==> src/rtl/b64d_pkg.sv <==
// shared types, constants and the symbol table of the base64 decoder
`default_nettype none

package b64d_pkg;

    // field widths
    localparam int unsigned CHAR_W       = 8;
    localparam int unsigned SYM_W        = 7;
    localparam int unsigned MAX_W        = 24;
    localparam int unsigned CHAR_CNT_W   = 26;
    localparam int unsigned BYTE_CNT_W   = 25;
    localparam int unsigned STATUS_W     = 3;

    // configuration register
    localparam logic [MAX_W-1:0] MAX_DECODED_RESET = 24'd196608;
    localparam logic             REG_IDX_MAX       = 1'b0;

    // symbol codes besides sextets
    localparam logic [SYM_W-1:0] SYM_PAD = 7'd64;
    localparam logic [SYM_W-1:0] SYM_BAD = 7'd127;

    // saturation limits
    localparam logic [CHAR_CNT_W-1:0] CHAR_CNT_MAX = '1;
    localparam logic [BYTE_CNT_W-1:0] BYTE_CNT_MAX = '1;

    // status codes
    localparam logic [STATUS_W-1:0] ST_OK         = 3'd0;
    localparam logic [STATUS_W-1:0] ST_BAD_LENGTH = 3'd1;
    localparam logic [STATUS_W-1:0] ST_TOO_LARGE  = 3'd2;
    localparam logic [STATUS_W-1:0] ST_BAD_DATA   = 3'd3;
    localparam logic [STATUS_W-1:0] ST_BAD_PAD    = 3'd4;

    // work queue between front and back, power of two depth
    localparam int unsigned QDEPTH = 4;
    localparam int unsigned QPTR_W = $clog2(QDEPTH);
    localparam int unsigned QCNT_W = $clog2(QDEPTH + 1);

    typedef struct packed {
        logic [CHAR_W-1:0] char_code;
        logic              is_last;
    } b64d_in_t;

    typedef struct packed {
        logic                kind;
        logic [7:0]          data_byte;
        logic [STATUS_W-1:0] status;
        logic                last;
    } b64d_out_t;

    // one queue entry: emitted bytes (prefix), optional end status
    typedef struct packed {
        logic [2:0][7:0]     bytes;
        logic [1:0]          n_bytes;
        logic                has_status;
        logic [STATUS_W-1:0] status;
    } b64d_work_t;

    // ascii to symbol: 0..63 sextet, pad, or bad
    function automatic logic [SYM_W-1:0] sym_of(input logic [CHAR_W-1:0] c);
        logic [SYM_W-1:0] s;
        if (c >= 8'd65 && c <= 8'd90) begin
            s = SYM_W'(c - 8'd65);
        end else if (c >= 8'd97 && c <= 8'd122) begin
            s = SYM_W'(c - 8'd71);
        end else if (c >= 8'd48 && c <= 8'd57) begin
            s = SYM_W'(c + 8'd4);
        end else if (c == 8'd43) begin
            s = 7'd62;
        end else if (c == 8'd47) begin
            s = 7'd63;
        end else if (c == 8'd61) begin
            s = SYM_PAD;
        end else begin
            s = SYM_BAD;
        end
        return s;
    endfunction

endpackage

`default_nettype wire

==> src/rtl/b64d_front.sv <==
// front end: symbol classification, group checks, counters and work entries
`default_nettype none

module b64d_front (
    input  wire logic                        aclk,
    input  wire logic                        aresetn,
    input  wire logic                        s_valid,
    output logic                             s_ready,
    input  wire b64d_pkg::b64d_in_t          s_word,
    input  wire logic [b64d_pkg::MAX_W-1:0]  max_bytes,
    input  wire logic                        q_full,
    output logic                             q_push,
    output b64d_pkg::b64d_work_t             q_entry
);
    import b64d_pkg::*;

    logic [1:0]            pos_reg, pos_next;
    logic [SYM_W-1:0]      hold_reg [3];
    logic [CHAR_CNT_W-1:0] char_cnt_reg, char_cnt_next;
    logic [BYTE_CNT_W-1:0] byte_cnt_reg, byte_cnt_next;
    logic [STATUS_W-1:0]   first_err_reg, first_err_next;

    logic                  fire;
    logic [SYM_W-1:0]      sym, a, b, t, f;
    logic                  sx_a, sx_b, sx_t, sx_f;
    logic                  group_done;
    logic [STATUS_W-1:0]   err;
    logic [1:0]            n_avail, n_emit;
    logic [2:0]            en;
    logic [BYTE_CNT_W:0]   byte_sum;
    logic [1:0]            pad;
    logic [MAX_W-1:0]      groups;
    logic [CHAR_CNT_W-1:0] size;
    logic [STATUS_W-1:0]   end_status;
    logic [7:0]            byte0, byte1, byte2;

    assign s_ready = !q_full;
    assign fire    = s_valid && !q_full;

    always_comb begin
        sym  = sym_of(s_word.char_code);
        a    = hold_reg[0];
        b    = hold_reg[1];
        t    = hold_reg[2];
        f    = sym;
        sx_a = !a[6];
        sx_b = !b[6];
        sx_t = !t[6];
        sx_f = !f[6];
        group_done = (pos_reg == 2'd3);

        // data check before padding check
        err = ST_OK;
        if (!sx_a || !sx_b || (!s_word.is_last && (!sx_t || !sx_f))) begin
            err = ST_BAD_DATA;
        end else if (!sx_t) begin
            if (t != SYM_PAD || f != SYM_PAD || b[3:0] != 4'd0) begin
                err = ST_BAD_PAD;
            end
        end else if (!sx_f) begin
            if (f != SYM_PAD || t[1:0] != 2'd0) begin
                err = ST_BAD_PAD;
            end
        end

        byte0   = {a[5:0], b[5:4]};
        byte1   = {b[3:0], t[5:2]};
        byte2   = {t[1:0], f[5:0]};
        n_avail = 2'd1 + 2'(sx_t) + 2'(sx_f);

        // bytes below the limit form a prefix of the group
        for (int i = 0; i < 3; i++) begin
            en[i] = group_done && (err == ST_OK) && (first_err_reg == ST_OK) &&
                    (2'(i) < n_avail) &&
                    (({1'b0, byte_cnt_reg} + (BYTE_CNT_W+1)'(i)) <
                     (BYTE_CNT_W+1)'(max_bytes));
        end
        n_emit = 2'(en[0]) + 2'(en[1]) + 2'(en[2]);

        byte_sum = {1'b0, byte_cnt_reg} + (BYTE_CNT_W+1)'(n_avail);
        byte_cnt_next = byte_cnt_reg;
        if (group_done && err == ST_OK) begin
            byte_cnt_next = byte_sum[BYTE_CNT_W] ? BYTE_CNT_MAX : byte_sum[BYTE_CNT_W-1:0];
        end

        char_cnt_next = (char_cnt_reg == CHAR_CNT_MAX) ? char_cnt_reg : char_cnt_reg + 1'b1;

        first_err_next = first_err_reg;
        if (group_done && err != ST_OK && first_err_reg == ST_OK) begin
            first_err_next = err;
        end

        pos_next = group_done ? 2'd0 : pos_reg + 2'd1;

        // trailing pad count of the final group
        pad = 2'd0;
        if (sym == SYM_PAD) begin
            pad = (t == SYM_PAD) ? 2'd2 : 2'd1;
        end
        groups = char_cnt_next[CHAR_CNT_W-1:2];
        size   = {1'b0, groups, 1'b0} + {2'b0, groups} - CHAR_CNT_W'(pad);

        if (pos_next != 2'd0) begin
            end_status = ST_BAD_LENGTH;
        end else if (size > CHAR_CNT_W'(max_bytes)) begin
            end_status = ST_TOO_LARGE;
        end else begin
            end_status = first_err_next;
        end
    end

    always_comb begin
        q_push             = fire && (n_emit != 2'd0 || s_word.is_last);
        q_entry.bytes      = {byte2, byte1, byte0};
        q_entry.n_bytes    = n_emit;
        q_entry.has_status = s_word.is_last;
        q_entry.status     = end_status;
    end

    always_ff @(posedge aclk) begin
        if (!aresetn) begin
            pos_reg       <= 2'd0;
            char_cnt_reg  <= '0;
            byte_cnt_reg  <= '0;
            first_err_reg <= ST_OK;
        end else if (fire) begin
            if (s_word.is_last) begin
                pos_reg       <= 2'd0;
                char_cnt_reg  <= '0;
                byte_cnt_reg  <= '0;
                first_err_reg <= ST_OK;
            end else begin
                pos_reg       <= pos_next;
                char_cnt_reg  <= char_cnt_next;
                byte_cnt_reg  <= byte_cnt_next;
                first_err_reg <= first_err_next;
            end
        end
    end

    always_ff @(posedge aclk) begin
        if (fire && !group_done) begin
            hold_reg[pos_reg] <= sym;
        end
    end

endmodule

`default_nettype wire

==> src/rtl/b64d_queue.sv <==
// small work queue between front and back
`default_nettype none

module b64d_queue (
    input  wire logic                  aclk,
    input  wire logic                  aresetn,
    input  wire logic                  push,
    input  wire b64d_pkg::b64d_work_t  push_entry,
    input  wire logic                  pop,
    output b64d_pkg::b64d_work_t       head,
    output logic                       empty,
    output logic                       full
);
    import b64d_pkg::*;

    b64d_work_t        mem_reg [QDEPTH];
    logic [QPTR_W-1:0] wr_ptr_reg, rd_ptr_reg;
    logic [QCNT_W-1:0] cnt_reg;

    assign empty = (cnt_reg == '0);
    assign full  = (cnt_reg == QCNT_W'(QDEPTH));
    assign head  = mem_reg[rd_ptr_reg];

    always_ff @(posedge aclk) begin
        if (!aresetn) begin
            wr_ptr_reg <= '0;
            rd_ptr_reg <= '0;
            cnt_reg    <= '0;
        end else begin
            if (push) begin
                wr_ptr_reg <= wr_ptr_reg + 1'b1;
            end
            if (pop) begin
                rd_ptr_reg <= rd_ptr_reg + 1'b1;
            end
            if (push && !pop) begin
                cnt_reg <= cnt_reg + 1'b1;
            end else if (pop && !push) begin
                cnt_reg <= cnt_reg - 1'b1;
            end
        end
    end

    always_ff @(posedge aclk) begin
        if (push) begin
            mem_reg[wr_ptr_reg] <= push_entry;
        end
    end

endmodule

`default_nettype wire

==> src/rtl/b64d_back.sv <==
// back end: unpacks queue entries into result words, output register
`default_nettype none

module b64d_back (
    input  wire logic                  aclk,
    input  wire logic                  aresetn,
    input  wire b64d_pkg::b64d_work_t  head,
    input  wire logic                  q_empty,
    output logic                       q_pop,
    output logic                       m_valid,
    input  wire logic                  m_ready,
    output b64d_pkg::b64d_out_t        m_word
);
    import b64d_pkg::*;

    logic [1:0] idx_reg;
    logic       m_valid_reg;
    b64d_out_t  m_word_reg, word_next;
    logic       load;
    logic [2:0] total_m1;
    logic       entry_done;

    assign m_valid = m_valid_reg;
    assign m_word  = m_word_reg;

    always_comb begin
        load       = !q_empty && (!m_valid_reg || m_ready);
        total_m1   = 3'(head.n_bytes) + 3'(head.has_status) - 3'd1;
        entry_done = (idx_reg == total_m1[1:0]);
        q_pop      = load && entry_done;

        if (idx_reg < head.n_bytes) begin
            word_next.kind      = 1'b0;
            word_next.data_byte = head.bytes[idx_reg];
            word_next.status    = ST_OK;
            word_next.last      = 1'b0;
        end else begin
            word_next.kind      = 1'b1;
            word_next.data_byte = 8'd0;
            word_next.status    = head.status;
            word_next.last      = 1'b1;
        end
    end

    always_ff @(posedge aclk) begin
        if (!aresetn) begin
            idx_reg     <= 2'd0;
            m_valid_reg <= 1'b0;
        end else begin
            if (load) begin
                m_valid_reg <= 1'b1;
                idx_reg     <= entry_done ? 2'd0 : idx_reg + 2'd1;
            end else if (m_ready) begin
                m_valid_reg <= 1'b0;
            end
        end
    end

    always_ff @(posedge aclk) begin
        if (load) begin
            m_word_reg <= word_next;
        end
    end

endmodule

`default_nettype wire

==> src/rtl/strict_base64_stream_decoder.sv <==
// top level: strict base64 stream decoder with apb configuration
// a character's first result word passes through the work queue and then the output register
// throughput: one input word per cycle while the queue is not full, one result word per cycle while m_ready is high
// each character's results (0 to 4 words) drain one per cycle, unless the output stalls, from a 4-entry work queue
// input stalls while that queue is full: output held back, or a group's words still draining
// reset: synchronous active low aresetn clears string state and queue, max size to 196608
`default_nettype none

module strict_base64_stream_decoder (
    input  wire logic                 aclk,
    input  wire logic                 aresetn,
    // character input
    input  wire logic                 s_valid,
    output logic                      s_ready,
    input  wire b64d_pkg::b64d_in_t   s_word,
    // decoded output
    output logic                      m_valid,
    input  wire logic                 m_ready,
    output b64d_pkg::b64d_out_t       m_word,
    // configuration
    input  wire logic                 psel,
    input  wire logic                 penable,
    input  wire logic                 pwrite,
    input  wire logic [2:0]           paddr,
    input  wire logic [31:0]          pwdata,
    output logic [31:0]               prdata,
    output logic                      pready
);
    import b64d_pkg::*;

    // max decoded size register
    logic [MAX_W-1:0] max_bytes_reg;
    logic             cfg_wr;

    // queue hookup
    logic       q_push, q_pop, q_empty, q_full;
    b64d_work_t q_entry, q_head;

    // apb: always ready, write on the access phase
    assign pready = 1'b1;
    assign cfg_wr = psel && penable && pwrite && (paddr[2] == REG_IDX_MAX);

    always_comb begin
        if (paddr[2] == REG_IDX_MAX) begin
            prdata = {8'd0, max_bytes_reg};
        end else begin
            prdata = 32'd0;
        end
    end

    always_ff @(posedge aclk) begin
        if (!aresetn) begin
            max_bytes_reg <= MAX_DECODED_RESET;
        end else if (cfg_wr) begin
            max_bytes_reg <= pwdata[MAX_W-1:0];
        end
    end

    // front: classify each character, check groups, build work entries
    b64d_front u_front (
        .aclk      (aclk),
        .aresetn   (aresetn),
        .s_valid   (s_valid),
        .s_ready   (s_ready),
        .s_word    (s_word),
        .max_bytes (max_bytes_reg),
        .q_full    (q_full),
        .q_push    (q_push),
        .q_entry   (q_entry)
    );

    // queue decouples the front from output stalls
    b64d_queue u_queue (
        .aclk       (aclk),
        .aresetn    (aresetn),
        .push       (q_push),
        .push_entry (q_entry),
        .pop        (q_pop),
        .head       (q_head),
        .empty      (q_empty),
        .full       (q_full)
    );

    // back: one result word per cycle into the output register unless it stalls
    b64d_back u_back (
        .aclk    (aclk),
        .aresetn (aresetn),
        .head    (q_head),
        .q_empty (q_empty),
        .q_pop   (q_pop),
        .m_valid (m_valid),
        .m_ready (m_ready),
        .m_word  (m_word)
    );

    // no entry written into a full queue
    a_no_overflow: assert property (@(posedge aclk) disable iff (!aresetn)
        q_push |-> !q_full)
        else $error("work queue overflow");

    // no entry taken from an empty queue
    a_no_underflow: assert property (@(posedge aclk) disable iff (!aresetn)
        q_pop |-> !q_empty)
        else $error("work queue underflow");

    // status words carry a defined code and the end marker, data words carry ST_OK and no end marker
    a_status_code: assert property (@(posedge aclk) disable iff (!aresetn)
        m_valid |-> (m_word.kind == m_word.last) &&
                    (m_word.kind || m_word.status == ST_OK) &&
                    (m_word.status == ST_OK || m_word.status == ST_BAD_LENGTH ||
                     m_word.status == ST_TOO_LARGE || m_word.status == ST_BAD_DATA ||
                     m_word.status == ST_BAD_PAD))
        else $error("malformed result word");

    // nothing on the output right after reset
    a_reset_idle: assert property (@(posedge aclk)
        !aresetn |=> !m_valid)
        else $error("output valid after reset");

endmodule

`default_nettype wire

==> config.mk <==
export PLATFORM = sky130hd
export DESIGN_NAME = strict_base64_stream_decoder
export DESIGN_NICKNAME = d
export VERILOG_FILES = /design/src/rtl/b64d_pkg.sv /design/src/rtl/b64d_front.sv /design/src/rtl/b64d_queue.sv /design/src/rtl/b64d_back.sv /design/src/rtl/strict_base64_stream_decoder.sv
export SDC_FILE = /design/constraint.sdc
export NUM_CORES = 1
export LEC_CHECK = 0
export BUFFER_PORTS_ARGS = -buffer_cell sky130_fd_sc_hd__buf_2
export CAP_MARGIN = 10
export CORE_MARGIN = 1
export CORE_UTILIZATION = 45
export CTS_CLUSTER_DIAMETER = 80
export DETAILED_ROUTE_END_ITERATION = 16
export PLACE_DENSITY = 0.61
export SYNTH_ARGS = -nofsm -noshare
export SYNTH_HDL_FRONTEND = slang
export SYNTH_SLANG_ARGS = --single-unit
==> constraint.sdc <==
create_clock -name aclk -period 6.7 [get_ports aclk]
set_input_delay 0.335 -clock aclk [delete_from_list [all_inputs] [get_ports aclk]]
set_output_delay 0.335 -clock aclk [all_outputs]
set_load 0.05 [all_outputs]
Word level (Yosys, flattened, before mapping)
Memories as Yosys holds them, arrays and structs flattened. A register that Yosys moved wholly into a read port is not among the register bits.
Index checks and enable logic that the tools add are counted.
Widths: inputs -> output; s select.
{"block": "classes", "order_cmp": 15, "muxes": 39, "reduce_logical": 54, "eq_ne": 12, "bitwise": 1, "addsub": 21}
{"cell": "$mux 25", "count": 3}
{"cell": "$lt 26x24->1", "count": 2}
{"cell": "$mux 26", "count": 2}
{"cell": "$mux 7", "count": 5}
{"cell": "$mux 3", "count": 11}
{"cell": "$add 25x1->26 const B", "count": 1}
{"cell": "$add 25x2->26", "count": 1}
{"cell": "$add 25x2->26 const B", "count": 1}
{"cell": "$add 25x24->26", "count": 1}
{"cell": "$add 26x1->26 const B", "count": 1}
{"cell": "$eq 26x26->1 const B", "count": 1}
{"cell": "$gt 26x24->1", "count": 1}
{"cell": "$sub 26x2->26", "count": 1}
{"cell": "$lt 25x24->1", "count": 1}
{"cell": "$eq 8x6->1 const B", "count": 3}
{"cell": "$logic_and 1x1->1", "count": 24}
{"cell": "$mux 24", "count": 1}
{"cell": "$bmux 8 s2", "count": 1}
{"cell": "$ge 8x7->1 const B", "count": 2}
{"cell": "$le 8x7->1 const B", "count": 2}
{"cell": "$eq 7x7->1 const B", "count": 2}
{"cell": "$mux 2", "count": 7}
{"cell": "$ne 7x7->1 const B", "count": 2}
{"cell": "$sub 7x7->7 const B", "count": 2}
{"cell": "30 further kinds", "count": 64}
{"block": "totals", "ramBits": 141, "reg_bits": 103, "elab_cells": 159, "memories": 2}
{"memory": "u_queue.mem_reg", "depth": 4, "width": 30, "read_ports": 1, "rd_clocked_by_memory_dff": 1, "wr": 1, "line": "b64d_queue.sv:16", "text": "b64d_work_t mem_reg [QDEPTH];"}
{"memory": "u_front.hold_reg", "depth": 3, "width": 7, "read_ports": 3, "rd_clocked_by_memory_dff": 0, "wr": 1, "line": "b64d_front.sv:18", "text": "logic [SYM_W-1:0] hold_reg [3];"}

Logic depth before layout (Yosys ltp)
Gate-level depths: netlist of run 1.
{"block": "logic_depth", "ltp_word": 27, "ltp_mapped": 33, "ltp_nobuf": 31}

By module
Synthesis of run 1 repeated with hierarchy kept, for this count alone.
{"block": "unflattened", "hier_cells": 1656, "hier_area_um2": 16567.1}
{"module": "b64d_front", "cells_per_inst": 1232, "area_per_inst_um2": 9696.8, "n_inst": 1}
{"module": "b64d_queue", "cells_per_inst": 199, "area_per_inst_um2": 4773.3, "n_inst": 1}
{"module": "strict_base64_stream_decoder", "cells_per_inst": 142, "area_per_inst_um2": 1234.9, "n_inst": 1}
{"module": "b64d_back", "cells_per_inst": 83, "area_per_inst_um2": 862.1, "n_inst": 1}

Worst setup path before layout of run 1
Ideal clock, no wire load.
{"block": "synth_timing", "path_type": "in2reg", "startpoint": "input port s_word[4] in the netlist's numbering", "endpoint": "memory u_queue.mem_reg[0][0] in the netlist's numbering (data pin)", "t_arrival_ns": 6.367, "n_path_buf": 2, "required_ns": 6.503, "cell_stages": 32, "slack_ns": 0.136, "path_cell_list": "buf_2 -> inv_1 -> ha_1 -> nand3b_4 -> o211a_1 -> buf_2 -> a32o_1 -> nand4bb_1 -> a221oi_2 -> and3_1 -> fa_1 -> inv_1 -> ha_1 -> inv_1 -> fa_1 -> nor2b_1 -> o2111ai_1 -> a2111oi_0 -> or2_2 -> a31oi_1 -> o21bai_1 -> a21oi_1 -> xnor2_1 -> ha_1 -> a21oi_1 -> nor2b_1 -> o21ai_0 -> o211ai_1 -> o221ai_1 -> a32oi_1 -> or4_1 -> o221ai_1"}
{"element": "from (decl)", "line": "strict_base64_stream_decoder.sv:15", "text": "input wire b64d_pkg::b64d_in_t s_word,"}
{"element": "to (decl)", "line": "b64d_queue.sv:16"}

==> results of run 1 <==
-- metal layers --
metal | vias up | part of all wire (%) | GRT usage, %
met2 | 328 | 47 | 37.9
li1 | 6264 | - | -
met4 | 0 | 2.5 | 5.86
met1 | 6186 | 47 | 31.5
met5 | - | 0 | 0
met3 | 65 | 4.1 | 2.28
-- worst max path at each step --
stage / from / end / slack (ps) / depth (start not counted)
5_1_grt: u_front.byte_cnt_reg[2]$_SDFFE_PN0P_ / u_queue.cnt_reg[2]$_SDFFE_PN0P_ / 8 / 24
2_1_floorplan: s_word[4] / u_queue.mem_reg[0][0]$_DFFE_PP_ / 140 / 32
6_report: u_front.char_cnt_reg[8]$_SDFFE_PN0P_ / u_queue.mem_reg[3][0]$_DFFE_PP_ / 340 / 28
4_1_cts: u_front.char_cnt_reg[3]$_SDFFE_PN0P_ / u_queue.mem_reg[2][0]$_DFFE_PP_ / 20 / 29
3_5_place_dp: s_word[3] / u_queue.mem_reg[0][1]$_DFFE_PP_ / -500 / 30
3_3_place_gp: s_word[3] / u_queue.mem_reg[0][1]$_DFFE_PP_ / -320 / 30
-- worst max-delay path: cells and delay by family, from the launching register on --
family / cells / cell delay [ps]
flip-flops: 1 / 370
AO/OA/AOI/OAI: 13 / 2270
adder cells (fa/ha/maj): 3 / 830
buffers and inverters: 3 / 400
XOR/XNOR: 2 / 390
AND/OR/NAND/NOR: 7 / 1900
-- metrics by stage --
step           setup TNS, ps  util [%]
5_1_grt                    0      52.9
2_1_floorplan              0         -
4_1_cts                    0      52.4
3_3_place_gp           -3270      49.4
6_report                   0      52.9
3_5_place_dp           -5270      49.4
-- power by group --
| part | internal, mW | switching, mW |
|---|---|---|
| registers | 1.74 | 0.0553 |
| clock network | 1.01 | 0.669 |
| logic | 0.330 | 0.582 |
| total | 3.07 | 1.31 |
-- cells by family after synthesis --
kind of cell	Yosys count
AND/OR/NAND/NOR	552
AO/OA/AOI/OAI	332
flip-flops	245
buffers and inverters	210
adder cells (fa/ha/maj)	176
XOR/XNOR	97
multiplexers	44
other	2
-- what timing repair did --
action | in CTS | in global routing
hold endpoints to repair | 2 | 0
resized for setup | 1 | 49
pin swaps | 0 | 12
setup endpoints to repair | 8 | 13
buffers inserted | 0 | 3
hold buffers | 2 | 0
-- final cells by class --
| class | instances | area [um2] |
|---|---|---|
| Fill cell | 3230 | 16700 |
| Multi-Input combinational cell | 1210 | 9110 |
| Sequential cell | 245 | 6450 |
| Timing Repair Buffer | 179 | 1150 |
| Clock buffer | 35 | 788 |
| Tap cell | 461 | 577 |
| Inverter | 123 | 462 |
| Clock inverter | 19 | 248 |
-- synthesized netlist by cell type (9+ instances only) --
cell type,instances
o21ai_0,60
mux2i_1,14
nand4_1,32
nand3_1,53
edfxtp_1,153
a2111oi_0,9
a21oi_1,61
buf_1,10
xor2_1,38
buf_2,10
dfxtp_1,92
o21a_1,10
a21o_1,32
nor3_1,31
o22ai_1,24
or3_1,15
o211ai_1,9
nor4_1,21
and3_1,16
nor2b_1,27
inv_1,123
a211oi_1,14
nand2_1,163
buf_4,10
ha_1,170
a31oi_1,14
xnor2_1,59
mux4_2,30
a21boi_0,34
and2_1,32
clkbuf_1,56
nor2_1,116
nand2b_1,12
==> results.py, run 1 <==
metrics = {
    "synthesis": {
        "synth.area.top_cells": "edfxtp_1 (28%), ha_1 (13%), dfxtp_1 (11%)",
        "synth_fa_ha_area_share_pct": 13.9,
        "synth_area_leader_cell": "edfxtp_1",
        "synth_seq_area_share_pct": 39.7,
        "syn_area_mm2": 0.0162,
        "syn_inst": 1658,
        "synth_area_per_cell_um2": 9.77,
        "yosys.area_share.xor_xnor_pct": 5.25,
        "async_flop_share_pct": 0,
        "synth_edf_count": 153,
        "synth-seq-cells": 245,
        "synth_compound_area_share_pct": 14.0,
        "synth_warnings": 0,
        "yosysUniqueCellTypes": 76,
        "ys.flop_type": "edfxtp_1",
        "synth_top_family_by_area": "simple AND/OR/NAND/NOR gates",
        "yosysTopAreaCellShare_pct": 28.4,
        "synthMuxAreaShare_pct": 5.04,
        "synth_simple_gate_area_share_pct": 16.9,
    },
    "min_path": {
        "worstHoldStart": "pwdata[0]",
        "hold_path_depth": 3,
        "hold_path_class": "in2reg",
        "min_to": "max_bytes_reg[0]$_SDFFE_PN0P_",
    },
    "timing": {
        "setup_slack_ps": 343,
        "tightest_slew_ps": 1090,
        "drv_slew": 0,
        "fin_crit_ps": 6360,
        "finalCritPeriodShare_pct": 94.9,
        "fmax_mhz": 157,
        "finClkSkew_ps": 12.1,
        "rsz0062_at_grt": "no",
        "hold_violations": 0,
        "hold_slack_ps": 18.5,
        "slew_headroom_pct": 27.4,
        "setup_viol": 0,
    },
    "worst_setup_path": {
        "path_common_cell": "a21oi_1",
        "worstRegToRegCells": 28,
        "r2r-end": "u_queue.mem_reg[3][0]$_DFFE_PP_",
        "end_kind": "flip-flop",
        "crit_required_ps": 7070,
        "critPathMaxFanout": 7,
        "r2r_slack_ps": 340,
        "r2r_start": "u_front.char_cnt_reg[8]$_SDFFE_PN0P_",
        "max_stage_delay_ps": 510,
        "crit_arrival_ps": 6730,
        "crit_type": "reg2reg",
        "slowest_stage": "or4_1",
        "start_kind": "flip-flop",
    },
    "detailed_routing": {
        "wire_per_inst_um": 18.3,
        "drt_wl_total_um": 41500,
        "first_pass_iters": 5,
        "vias": 12800,
        "vias_per_cell": 5.65,
        "drtAntennaViolNets": 0,
        "drt-initial-drc-count": 891,
        "drc": 0,
    },
    "run_status": {
        "outcome": "finished, final reports clean",
    },
    "finish": {
        "antennaDiodeCount": 0,
        "final_nets": 2015,
        "area_delta_synth_final_pct": 16.0,
        "largest_reg_flops": 120,
        "layout_commonest_cell": "ha_1",
        "final_cell_count_no_fill": 2272,
        "drive_gt1_share_pct": 17.6,
        "mostFrequentLayoutCells": "ha_1 (164), nand2_1 (162), edfxtp_1 (153), inv_1 (121), nor2_1 (114)",
        "finalInstanceArea_mm2": 0.0188,
    },
    "die": {
        "rows": 69,
        "die_w_um": 192,
        "core-area_mm2": 0.0355,
        "fp.dieArea_mm2": 0.0367,
        "io_pins": 99,
        "initial_core_util_pct": 45.6,
        "die_h_um": 192,
    },
    "global_route": {
        "grt_usage_pct": 22.7,
        "grt_pass1_vias": 12400,
        "grt_max_degree": 70,
        "antenna_found_initial": 0,
        "grt_remaining_overflow": 0,
        "grt_first_pass_wirelength_um": 66200,
    },
    "cts": {
        "cts_made_buffers": 29,
        "insertion_delay_ps": 560,
        "cts_max_level": 1,
        "cts_num_sinks": 245,
        "path_clk_slew_ps": 60,
        "cts_root_buf": "clkbuf_16",
        "clockBufferDepth": 3,
        "cts_tree": "yes",
    },
    "placement": {
        "place_area_mm2": 0.0175,
        "dp_slack_ps": -500,
        "dp_hpwl_um": 30200,
        "place_inst": 2213,
        "portBuffers": 79,
        "gp_congestion": 0.967,
    },
    "pwr": {
        "cellLeakagePower_nw": 7.52,
        "cellPowerDensity_mw_per_mm2": 233,
        "ir_drop_uv": 388,
        "p_total_mw": 4.38,
    },
    "job": {
        "drv_cap": 0,
    },
}
No activity file was read; power rests on OpenSTA's default activity.
==> run 2: changes to the inputs <==
- CORE_UTILIZATION: 45 -> 35
- PLACE_DENSITY: 0.61 -> 0.5
==> results.py, run 2 (synthesized netlist as in run 1, its figures left out) <==
metrics = {
    "run_status": {
        "outcome": "finished, final reports clean",
    },
    "timing": {
        "finClkSkew_ps": 15.6,
        "fmax_mhz": 157,
        "setup_viol": 0,
        "slew_headroom_pct": 19.2,
        "hold_violations": 0,
        "rsz0062_at_grt": "no",
        "tightest_slew_ps": 1200,
        "finalCritPeriodShare_pct": 95.0,
        "fin_crit_ps": 6360,
        "hold_slack_ps": 19.2,
        "setup_slack_ps": 338,
        "drv_slew": 0,
        "fin_setup_tns_ps": 0,
    },
    "placement": {
        "place_area_mm2": 0.0177,
        "gp_congestion": 0.901,
        "portBuffers": 79,
        "place_inst": 2349,
        "dp_slack_ps": -664,
        "dp_hpwl_um": 33800,
    },
    "die": {
        "fp.dieArea_mm2": 0.0471,
        "initial_core_util_pct": 35.6,
        "io_pins": 99,
        "die_w_um": 217,
        "rows": 78,
        "core-area_mm2": 0.0455,
        "die_h_um": 217,
    },
    "global_route": {
        "grt_max_degree": 47,
        "grtUsageMet2_pct": 32.5,
        "grt_pass1_vias": 12800,
        "grt_remaining_overflow": 0,
        "antenna_found_initial": 0,
        "use_met3_pct": 2.28,
        "grt_usage_pct": 19.6,
        "busiest_layer": "met2",
        "grt_first_pass_wirelength_um": 72600,
        "met1_usage_pct": 26.6,
    },
    "detailed_routing": {
        "wire_per_inst_um": 19.0,
        "vias": 12800,
        "drt-initial-drc-count": 767,
        "vias_per_cell": 5.30,
        "drc": 0,
        "drt_wl_total_um": 46100,
        "first_pass_iters": 4,
        "drtAntennaViolNets": 0,
    },
    "worst_setup_path": {
        "max_stage_delay_ps": 490,
        "start_kind": "flip-flop",
        "cp_top_family": "compound AO/OA/AOI/OAI gates",
        "crit_required_ps": 7090,
        "cp_num_buf_inv": 5,
        "r2r_slack_ps": 340,
        "crit_type": "reg2reg",
        "end_kind": "flip-flop",
        "crit_arrival_ps": 6750,
        "critPathMaxFanout": 6,
        "slowest_stage": "or4_1",
    },
    "job": {
        "drv_cap": 0,
    },
    "finish": {
        "antennaDiodeCount": 0,
        "area_delta_synth_final_pct": 18.0,
        "largest_reg_flops": 120,
        "layout_commonest_cell": "ha_1",
        "mostFrequentLayoutCells": "ha_1 (168), nand2_1 (163), edfxtp_1 (153), inv_1 (123), nor2_1 (116)",
        "final_nets": 2029,
        "drive_gt1_share_pct": 16.6,
        "finalInstanceArea_mm2": 0.0191,
        "final_cell_count_no_fill": 2426,
    },
    "cts": {
        "cts_root_buf": "clkbuf_16",
        "cts_tree": "yes",
        "cts_made_buffers": 30,
        "insertion_delay_ps": 590,
        "clockBufferDepth": 3,
        "path_clk_slew_ps": 60,
        "cts_num_sinks": 245,
        "cts_max_level": 1,
    },
    "pwr": {
        "ir_drop_uv": 271,
        "cellPowerDensity_mw_per_mm2": 231,
        "cellLeakagePower_nw": 7.57,
    },
    "min_path": {
        "hold_path_class": "in2reg",
    },
}
-- run 2: cell count changes in the layout (fill, tap and decap cells not counted), moves of 3 or more --
cell / delta
clkbuf_1: +4
buf_12: +4
dfxtp_2: +3
dlygate4sd3_1: +16
xnor2_1: +3
buf_4: -8
xnor2_2: -3
ha_1: +4
dfxtp_1: -4
-- run 2: stage by stage --
| stage | power [mW] | utilization (%) |
|---|---|---|
| after CTS | 4.48 | 41.7 |
| final | 4.41 | 42.0 |
| after detailed placement | 2.77 | 39.0 |
| after floorplan | 2.50 | - |
| after global placement | 2.76 | 39.0 |
| after global routing | 4.61 | 42.0 |
-- run 2: final timing paths --
| path | startpoint | to | cells after the start |
|---|---|---|---|
| worst max register to register | u_front.char_cnt_reg[7]$_SDFFE_PN0P_ | u_queue.mem_reg[1][0]$_DFFE_PP_ | 30 |
| worst min-delay path | pwdata[14] | max_bytes_reg[14]$_SDFFE_PN0P_ | 3 |
| worst max-delay path | u_front.char_cnt_reg[7]$_SDFFE_PN0P_ | u_queue.mem_reg[1][0]$_DFFE_PP_ | 30 |
| worst min register to register | max_bytes_reg[21]$_SDFFE_PN0P_ | max_bytes_reg[21]$_SDFFE_PN0P_ | 2 |
-- run 2: repair_timing --
action / in CTS / in global routing
setup endpoints to repair: 8 / 12
resized for setup: 4 / 38
pin swaps: 0 / 11
hold endpoints to repair: 18 / 0
hold buffers: 18 / 0
buffers inserted: 0 / 3
-- run 2: final cells by class --
| cell class | instances | area, um2 |
|---|---|---|
| inverter | 123 | 462 |
| clock inverter | 18 | 235 |
| fill | 4464 | 26400 |
| multi-input combinational | 1210 | 9060 |
| tap | 600 | 751 |
| sequential | 245 | 6460 |
| timing repair buffer | 192 | 1340 |
| clock buffer | 38 | 801 |
-- run 2: worst register-to-register path, delay by kind of cell, from the launching register on --
| family | cells | cell delay (ps) |
|---|---|---|
| buffers and inverters | 5 | 730 |
| AND/OR/NAND/NOR | 8 | 1660 |
| adder cells (fa/ha/maj) | 3 | 860 |
| AO/OA/AOI/OAI | 12 | 2130 |
| flip-flops | 1 | 370 |
| XOR/XNOR | 2 | 410 |
-- run 2: routing by layer --
| layer | routed length (um) | vias to the layer above |
|---|---|---|
| met5 | 0 | - |
| li1 | - | 6293 |
| met1 | 21500 | 6215 |
| met3 | 1590 | 80 |
| met4 | 1400 | 0 |
| met2 | 21600 | 261 |
-- run 2: report_power, final --
group | internal, mW | switching (mW)
Clock | 1.01 | 0.671
Combinational | 0.332 | 0.600
Sequential | 1.74 | 0.0630
Total | 3.08 | 1.33
==> run 3: changes to the inputs <==
- CORE_UTILIZATION: 35 -> 56
- PLACE_DENSITY: 0.5 -> 0.74
- SLEW_MARGIN: unset -> 40
==> results.py, run 3 (synthesized netlist as in run 1, its figures left out) <==
metrics = {
    "die": {
        "core-area_mm2": 0.0281,
        "rows": 61,
        "io_pins": 99,
        "die_w_um": 172,
        "initial_core_util_pct": 57.6,
        "die_h_um": 172,
        "fp.dieArea_mm2": 0.0296,
    },
    "finish": {
        "regArea_mm2": 0.00648,
        "final_cell_count_no_fill": 2161,
        "mostFrequentLayoutCells": "ha_1 (169), nand2_1 (162), edfxtp_1 (153), inv_1 (123), nor2_1 (116)",
        "fillCellCount": 2269,
        "area_delta_synth_final_pct": 13.9,
        "final_nets": 1990,
        "antennaDiodeCount": 0,
        "drive_gt1_share_pct": 16.1,
        "multi_input_area_mm2": 0.00912,
        "largest_reg_flops": 120,
        "layout_commonest_cell": "ha_1",
    },
    "detailed_routing": {
        "drt-initial-drc-count": 1190,
        "wl_met2_um": 19800,
        "vias": 13100,
        "vias_per_cell": 6.06,
        "wire_per_inst_um": 19.3,
        "drt_wl_total_um": 41800,
        "drtAntennaViolNets": 0,
        "first_pass_iters": 6,
        "met1_length_um": 18000,
        "drc": 0,
        "dr_wl_met3_um": 2560,
        "routed.top_layer": "met4",
    },
    "global_route": {
        "grt_usage_pct": 28.6,
        "grt_max_degree": 70,
        "grt_first_pass_wirelength_um": 66500,
        "antenna_found_initial": 0,
        "grt_pass1_vias": 12700,
        "grt_remaining_overflow": 0,
    },
    "worst_setup_path": {
        "worstRegToRegCells": 29,
        "crit_required_ps": 7060,
        "end_kind": "flip-flop",
        "start_kind": "flip-flop",
        "max_stage_delay_ps": 480,
        "crit_arrival_ps": 6820,
        "crit_type": "reg2reg",
        "slowest_stage": "or4_4",
        "r2r-end": "u_queue.mem_reg[3][0]$_DFFE_PP_",
        "r2r_start": "u_front.char_cnt_reg[6]$_SDFFE_PN0P_",
        "critPathMaxFanout": 8,
        "r2r_slack_ps": 240,
    },
    "placement": {
        "place_inst": 2107,
        "gp_congestion": 0.949,
        "portBuffers": 79,
        "dp_hpwl_um": 28900,
    },
    "cts": {
        "clockBufferDepth": 3,
        "cts_num_sinks": 245,
        "insertion_delay_ps": 560,
        "cts_tree": "yes",
        "cts_made_buffers": 27,
        "cts_max_level": 1,
        "cts_root_buf": "clkbuf_16",
        "path_clk_slew_ps": 60,
    },
    "timing": {
        "drv_slew": 0,
        "tightest_slew_ps": 895,
        "setup_viol": 0,
        "hold_violations": 0,
        "fmax_mhz": 155,
        "slew_headroom_pct": 40.4,
        "finClkSkew_ps": 22.5,
        "finalCritPeriodShare_pct": 96.4,
        "fin_crit_ps": 6460,
    },
    "pwr": {
        "cellPowerDensity_mw_per_mm2": 232,
        "cellLeakagePower_nw": 7.38,
        "p_total_mw": 4.27,
        "ir_drop_uv": 200,
    },
    "min_path": {
        "hold_path_depth": 3,
        "min_to": "max_bytes_reg[16]$_SDFFE_PN1P_",
        "worstHoldStart": "pwdata[16]",
        "hold_path_class": "in2reg",
    },
    "job": {
        "drv_cap": 0,
    },
    "run_status": {
        "outcome": "finished, final reports clean",
    },
}
==> run 3: cell types whose count changed in the layout (fill, tap and decap cells not counted), moves of 3 or more <==
| cell | delta |
|---|---|
| buf_12 | -4 |
| buf_4 | -15 |
| clkbuf_1 | -4 |
| clkbuf_16 | -3 |
| clkinv_1 | +4 |
| dfxtp_1 | -6 |
| dfxtp_4 | +7 |
| dlygate4sd3_1 | -18 |
==> run 3: critical path, delay by kind of cell (launching register included) <==
kind | cells | cell delay, ps
xor gates and xnor gates | 2 | 350
buffers and inverters | 4 | 450
and+or+nand+nor | 8 | 1930
DFF | 1 | 380
AOI/OAI and AO/OA | 11 | 1830
adders and majority gates | 4 | 1280
==> run 3: area by class of cell <==
type	instances	share of cell area, %
multi-input combinational	1210	49.5
clock buffer	29	3.70
inverter	123	2.50
tap	378	2.56
clock inverter	20	1.34
sequential	245	35.1
timing repair buffer	156	5.28
==> run 3: power by group <==
group          switching, mW  internal (mW)
sequential            0.0643           1.73
combinational          0.581          0.329
clock                  0.628          0.934
total                   1.27           3.00
==> run 3: worst max path at each step <==
stage	from	end	depth (start not counted)	slack, ps
floorplan	s_word[4]	u_queue.mem_reg[0][0]$_DFFE_PP_	32	140
global route	u_front.char_cnt_reg[1]$_SDFFE_PN0P_	u_queue.mem_reg[0][0]$_DFFE_PP_	30	-120
global placement	s_word[3]	u_queue.mem_reg[0][0]$_DFFE_PP_	32	-190
CTS	u_front.char_cnt_reg[1]$_SDFFE_PN0P_	u_queue.mem_reg[2][0]$_DFFE_PP_	30	30
finish	u_front.char_cnt_reg[6]$_SDFFE_PN0P_	u_queue.mem_reg[3][0]$_DFFE_PP_	29	240
detailed placement	s_word[3]	u_queue.mem_reg[1][1]$_DFFE_PP_	31	-460
==> run 3: metal layers <==
metal / track usage (%) / up-vias
met3: 2.91 / 105
li1: - / 6216
met5: 0 / -
met1: 38.6 / 6250
met2: 48.5 / 521
met4: 8.89 / 0
==> run 3: through the flow <==
step	worst slack, ps	hold slack [ps]	TNS (ps)	instance area [um2]	util (%)
6_report	242	17.8	0	18400	65.7
5_1_grt	-117	19.8	-754	18400	65.7
4_1_cts	25.7	9.87	0	18200	64.9
3_5_place_dp	-465	459	-5130	17300	61.5
3_3_place_gp	-189	451	-1610	17200	61.4
2_1_floorplan	136	434	0	16200	-
==> run 3: repair_timing <==
item,in CTS,in global routing
endpoints found under the setup margin,12,12
resized for setup,7,53
pin swaps,1,12
buffers inserted,1,3
hold buffers,0,0
